===== src/cea_pkg.sv =====
// Package for the 6502 effective address resolver: memory geometry, mode codes,
// controller/datapath command and status types, page mapping table.
// No dependencies.
`default_nettype none

package cea_pkg;

	localparam int MEM_PAGES  = 256;
	localparam int PAGE_BYTES = 256;
	localparam int MEM_DEPTH  = MEM_PAGES * PAGE_BYTES;
	localparam int MEM_ADDR_W = $clog2(MEM_DEPTH);

	typedef enum logic [3:0] {
		MODE_WRITE = 4'd0,
		MODE_IMM   = 4'd1,
		MODE_ABS   = 4'd2,
		MODE_ZP    = 4'd3,
		MODE_ABSX  = 4'd4,
		MODE_ABSY  = 4'd5,
		MODE_ZPX   = 4'd6,
		MODE_ZPY   = 4'd7,
		MODE_IND   = 4'd8,
		MODE_INDX  = 4'd9,
		MODE_INDY  = 4'd10
	} mode_t;

	typedef enum logic [2:0] {
		KIND_NONE,
		KIND_WRITE,
		KIND_IMM,
		KIND_DIRECT,
		KIND_INDIRECT
	} kind_t;

	typedef enum logic [1:0] {
		RD_NONE,
		RD_PTR_LO,
		RD_PTR_HI,
		RD_OPER
	} rd_sel_t;

	typedef struct packed {
		logic    load_in;
		logic    clr;
		logic    wr;
		rd_sel_t rd_sel;
		logic    cap_ptr;
		logic    load_out;
	} dp_cmd_t;

	typedef struct packed {
		kind_t kind;
		logic  clr_last;
		logic  out_free;
	} dp_stat_t;

	typedef logic [MEM_ADDR_W-1:0] page_base_t [256];

	// Base memory address of each 6502 page; pages past the memory alias lower ones.
	function automatic page_base_t build_page_base();
		page_base_t t;
		for (int i = 0; i < 256; i++) begin
			t[i] = MEM_ADDR_W'((i % MEM_PAGES) * PAGE_BYTES);
		end
		return t;
	endfunction

	localparam page_base_t PAGE_BASE = build_page_base();

	function automatic logic [MEM_ADDR_W-1:0] mem_addr(logic [15:0] a);
		return PAGE_BASE[a[15:8]] | MEM_ADDR_W'(a[7:0]);
	endfunction

endpackage

`default_nettype wire


===== src/cea_ctrl.sv =====
// Controller for the effective address resolver: sequences clearing, writes,
// pointer fetches and operand reads. Depends on cea_pkg.
`default_nettype none

module cea_ctrl (
	input  wire logic              clk,
	input  wire logic              arst_n,
	input  wire logic              in_valid,
	input  wire cea_pkg::dp_stat_t stat,
	output logic                   in_ready,
	output cea_pkg::dp_cmd_t       cmd
);

	typedef enum logic [2:0] {
		ST_CLEAR,
		ST_IDLE,
		ST_WRITE,
		ST_PTR_LO,
		ST_PTR_HI,
		ST_EA,
		ST_RESULT
	} state_t;

	state_t state_q;
	state_t state_d;

	always_comb begin
		cmd = '{load_in: 1'b0, clr: 1'b0, wr: 1'b0, rd_sel: cea_pkg::RD_NONE,
			cap_ptr: 1'b0, load_out: 1'b0};
		state_d = state_q;
		in_ready = 1'b0;
		unique case (state_q)
			ST_CLEAR: begin
				cmd.clr = 1'b1;
				if (stat.clr_last) state_d = ST_IDLE;
			end
			ST_IDLE: begin
				in_ready = 1'b1;
				cmd.load_in = in_valid;
				if (in_valid) begin
					unique case (stat.kind)
						cea_pkg::KIND_WRITE:    state_d = ST_WRITE;
						cea_pkg::KIND_IMM:      state_d = ST_RESULT;
						cea_pkg::KIND_DIRECT:   state_d = ST_EA;
						cea_pkg::KIND_INDIRECT: state_d = ST_PTR_LO;
						default:                state_d = ST_IDLE;
					endcase
				end
			end
			ST_WRITE: begin
				cmd.wr = 1'b1;
				state_d = ST_IDLE;
			end
			ST_PTR_LO: begin
				cmd.rd_sel = cea_pkg::RD_PTR_LO;
				state_d = ST_PTR_HI;
			end
			ST_PTR_HI: begin
				cmd.rd_sel = cea_pkg::RD_PTR_HI;
				cmd.cap_ptr = 1'b1;
				state_d = ST_EA;
			end
			ST_EA: begin
				cmd.rd_sel = cea_pkg::RD_OPER;
				state_d = ST_RESULT;
			end
			ST_RESULT: begin
				cmd.load_out = stat.out_free;
				if (stat.out_free) state_d = ST_IDLE;
			end
			default: begin
				state_d = ST_CLEAR;
			end
		endcase
	end

	always_ff @(posedge clk or negedge arst_n) begin
		if (!arst_n) begin
			state_q <= ST_CLEAR;
		end else begin
			state_q <= state_d;
		end
	end

endmodule

`default_nettype wire


===== config.mk =====
export PLATFORM = sky130hd
export DESIGN_NAME = cea_ctrl
export DESIGN_NICKNAME = d
export VERILOG_FILES = /design/src/cea_pkg.sv /design/src/cea_ctrl.sv
export SDC_FILE = /design/constraint.sdc
export NUM_CORES = 1
export LEC_CHECK = 0
export ABC_AREA = 0
export BUFFER_PORTS_ARGS = -buffer_cell sky130_fd_sc_hd__buf_4
export CAP_MARGIN = 0
export CORE_AREA = 2 2 39 41
export CTS_CLUSTER_SIZE = 30
export DETAILED_ROUTE_END_ITERATION = 16
export DIE_AREA = 0 0 41 43
export PLACE_DENSITY = 0.56
export RECOVER_POWER = 50
export SYNTH_ARGS = -nofsm -noshare
export SYNTH_HDL_FRONTEND = slang
export SYNTH_SLANG_ARGS = --single-unit
export TNS_END_PERCENT = 30

===== constraint.sdc =====
create_clock -name clk -period 1.7 [get_ports clk]
set_input_delay 0.17 -clock clk [delete_from_list [all_inputs] [get_ports clk]]
set_output_delay 0.17 -clock clk [all_outputs]
set_load 0.02 [all_outputs]

---- Yosys cells after proc, flatten, opt, wreduce, memory -nomap -nowiden ----
Index checks and enable logic that the tools add are counted.
operators by class
  equality and inequality tests ........... 13
  mux-type cells .......................... 12
  reduce and logical (&&, ||, !) cells .... 2
operators by type and width
  kind                                                 number
  case mux 3 bit (7 select lines)                      1
  equality test 3 x 2 -> 1 bit, second input constant  4
  equality test 3 bit, second input constant           4
  case mux 3 bit (4 select lines)                      1
  two-way mux 3 bit                                    3
  equality test 3 x 1 -> 1 bit, second input constant  2
  two-way mux 1 bit                                    6
  inequality test 2 bit, second input constant         3
  case mux 2 bit (3 select lines)                      1
  logical NOT 3 bit                                    1
  AND reduction 3 bit                                  1
word-level totals
  bits in registers ....................... 3
  input port bits ......................... 8
  output and inout port bits .............. 8
  logic and storage cells ................. 28

---- Depth between registers and ports, before layout ----
  word-level depth ........................ 4
  gate-level depth with buffers ........... 5
  mapped depth without buffers ............ 4

---- Worst setup path after synthesis ----
OpenSTA, ideal clock, no wires.
  path kind ............................... reg2out
  start ................................... register state_q[2]
  end ..................................... output cmd[2] in the netlist's numbering
  arrival ................................. 1202 ps
  required time ........................... 1530 ps
  path slack .............................. 328 ps
  stages on the path, launching flop included .. 5
  path buffers ............................ 1
  path through ............................ dfrtp_1 > buf_2 > inv_1 > nor2_1 > o21a_1
RTL lines
  what                    RTL line        text
  from (decl)             cea_ctrl.sv:24  state_t state_q;
  from (signal assigned)  cea_ctrl.sv:81  state_q <= state_d;
  to (decl)               cea_ctrl.sv:11  output cea_pkg::dp_cmd_t cmd

==> results.txt <==
The number of routed nets with antenna violations came out at 0. The number of clock sinks is 3. The number of clock buffers added by TritonCTS is 3.

The leakage dissipation is 0.188 nW. The antenna diode count came out at 0. Counting along the longest clock path gives a buffer depth of 2. The worst endpoint required time came out at 1.53 ns. The startpoint of the lowest-slack register-to-register path is state_q[1]. The path with the worst hold slack has its endpoint at state_q[0]. The die outline area came out at approximately 1800 um2. The placeable core area is 1380 um2.

The total of endpoints with negative setup slack in the final report came out at 0. Each instance of the synthesized netlist takes up on average 6.98 um2. The arrival time of data at the critical path endpoint is 1.34 ns. The area added between synthesis and finish came out at 51.1%. In this run the register-to-register setup slack is 0.28 ns. The total routing resource utilization after global routing came out at between 10% and 20%.

The number of endpoints with negative hold slack in the final report came to 0. The cell count after synthesis is 40. The net total in the final layout came out at 66. The critical register-to-register path endpoint is state_q[0]. The distinct cell type count after synthesis came out at 20. The number of max-slew violations in the final report is 0. Setup repair after global routing left no endpoint under its margin.

The cell row count is 14. Synthesis inferred 3 register bits. The overall die height is roughly 43 um.

After clock tree synthesis, the flow added hold-fix buffers numbering 1. The later-pin clock latency in the skew report is 0.24 ns. IR analysis of the VDD net gives a maximum drop of 396 uV. The area of the mapped netlist is 279 um2. The summed negative setup slack over all endpoints came out at 0 ns.

Using the TritonRoute via totals, the vias-per-cell ratio works out to 4.64. The total detailed-routing wirelength is 691 um. CTS built an H-tree with a depth of 1. In the final layout, the registers with the most flip-flops are state_q x3.

The depth of the worst hold-timing path is 2. The power per unit of standard cell area came out at 1780 nW/um2. The post-place setup slack came out at 0.278 ns. More flip-flops sit in one register than any other, and that register is state_q.

During placement, the flow inserted port buffers numbering 15. The number of antenna violations at the first check in global routing came out at 0. TritonCTS built the clock tree. The flow ran to the end, and the final reports show no timing, DRC or antenna violations. The placed wire-length estimate after detailed placement is about 520 um. The total iterations of the first detailed-routing run is 4.

In the layout the commonest cells are sky130_fd_sc_hd__buf_4, sky130_fd_sc_hd__nor2_1, sky130_fd_sc_hd__nand2_1, sky130_fd_sc_hd__o21ai_0, sky130_fd_sc_hd__clkbuf_1. The root buffer selected by CTS is sky130_fd_sc_hd__clkbuf_4. The die is 41 um wide. Entering global routing, the biggest net connects 14 pins. The reported max-cap violation count is 0. The first global-routing pass estimated 1360 um of wire.

The post-layout worst setup margin is 0.187 ns. The total power came out at roughly 0.75 mW. Dividing the detail-routed wire length by the instance count gives 9.47 um. The number of gates resized after cts is 0. The worst slew margin relative to its limit is between 70% and 80%. The sequential fraction of the synthesis area came out at 26.9%.

The final RePlAce weighted congestion came out at around 0.79. Pin placement for this block handled 16 I/O pins. The startpoint of the tightest hold check path is in_valid. The library cell used most frequently in the layout, excluding fill and tap cells, is sky130_fd_sc_hd__buf_4.

The overall overflow remaining after global route came out at 0. The number of synthesis warnings came out at 0. Of the available clock period, the critical path in the final layout requires between 80% and 90%.

Post-CTS timing repair inserted 0 buffers for setup. The number of design-rule violations left by the first detailed-router iteration came out at 5. The post-synth net total came out at 48.

The layout cell share with drive strength beyond 1 came out at a little over a quarter. The number of flip-flops in the largest register is 3. The initial core utilization is approximately a fifth. The worst register-to-register path has a depth of 3. Timing would allow up to approximately 0.66 GHz. The clock transition time at the flip-flop clock pins of the worst setup and hold paths is approximately 0.04 ns. The minimum period implied by the final worst setup slack is between 1.5 and 2 ns. The DRC violations left came out at 0. The via count is 339. The clock arrives with 0.00321 ns of skew.

The critical path in this run is classified as register to output port. The slew at the pin closest to its max-slew limit is 0.346 ns. The via count of the first global-routing pass is 330. The type of element launching the critical path is a register. The largest fanout on the critical path came out at 11.

Fill cells in the final layout number 172. In this run the worst hold path is classified as input pin to register. The endpoint kind of the worst setup timing path is an output port.
==> metrics by stage <==
stage / utilization [%] / hold slack, ns / instance area (um2) / instances
after floorplan: - / -0.126 / 279 / 40
after global routing: 30.5 / 0.217 / 422 / 73
final: 30.5 / 0.190 / 422 / 73
after CTS: 31.3 / 0.187 / 433 / 73
after global placement: 28.7 / -0.0391 / 397 / 68
after detailed placement: 28.7 / -0.0394 / 397 / 68
==> routing by layer <==
layer,global-route usage (%),up-vias,wire (um)
li1,-,173,-
met3,3.14,2,29
met1,15.9,156,279
met5,0,-,0
met2,14.4,8,365
met4,10.0,0,16
==> where the power goes <==
group / switching [mW] / internal, mW
Clock: 0.0404 / 0.0882
Combinational: 0.228 / 0.194
Sequential: 0.0943 / 0.105
Total: 0.362 / 0.387
==> worst max-delay path, cell delays in order (launching register included) <==
cell	delay, ns
sky130_fd_sc_hd__dfrtp_1	0.52
sky130_fd_sc_hd__inv_1	0.15
sky130_fd_sc_hd__nor2_1	0.17
sky130_fd_sc_hd__o21a_1	0.14
sky130_fd_sc_hd__buf_4	0.13
==> worst max-delay path by stage <==
stage	startpoint	to	slack, ns
2_1_floorplan	state_q[2]	cmd[2]	0.33
3_3_place_gp	state_q[1]	state_q[0]	0.30
3_5_place_dp	state_q[1]	state_q[0]	0.28
4_1_cts	state_q[2]	cmd[2]	0.17
5_1_grt	state_q[2]	cmd[2]	0.08
6_report	state_q[2]	cmd[2]	0.19
==> cell usage after synthesis (all sizes together) <==
cell    n  area [um2]
a211oi  1        7.51
a21o    1        7.51
a21oi   1        5.00
and2b   1        7.51
and3    1        6.26
buf     3        15.0
dfrtp   3        75.1
inv     1        3.75
nand2   5        18.8
nand2b  1        6.26
nor2    5        18.8
nor2b   2        12.5
nor3    3        15.0
nor3b   2        15.0
o21a    1        7.51
o21ai   5        25.0
o21bai  1        7.51
o311ai  1        8.76
or4     1        7.51
xnor2   1        8.76
==> area by class of cell <==
class                           count  area, um2  share of cell area, %
Multi-Input combinational cell     33        185                   43.9
Timing Repair Buffer               16        111                   26.4
Sequential cell                     3       75.1                   17.8
Clock buffer                        4       26.3                   6.23
Tap cell                           16       20.0                   4.75
Inverter                            1       3.75                  0.890
==> cell families (layout without fill, tap and decap cells) <==
| logic type | after synthesis | in the layout | share of synthesized area, % |
|---|---|---|---|
| buf+inv | 4 | 21 | 6.72 |
| compound gates | 11 | 11 | 24.7 |
| xor+xnor | 1 | 1 | 3.14 |
| flops | 3 | 3 | 26.9 |
| simple gates | 21 | 21 | 38.6 |
Note: power is estimated with default switching activity, not from simulation.
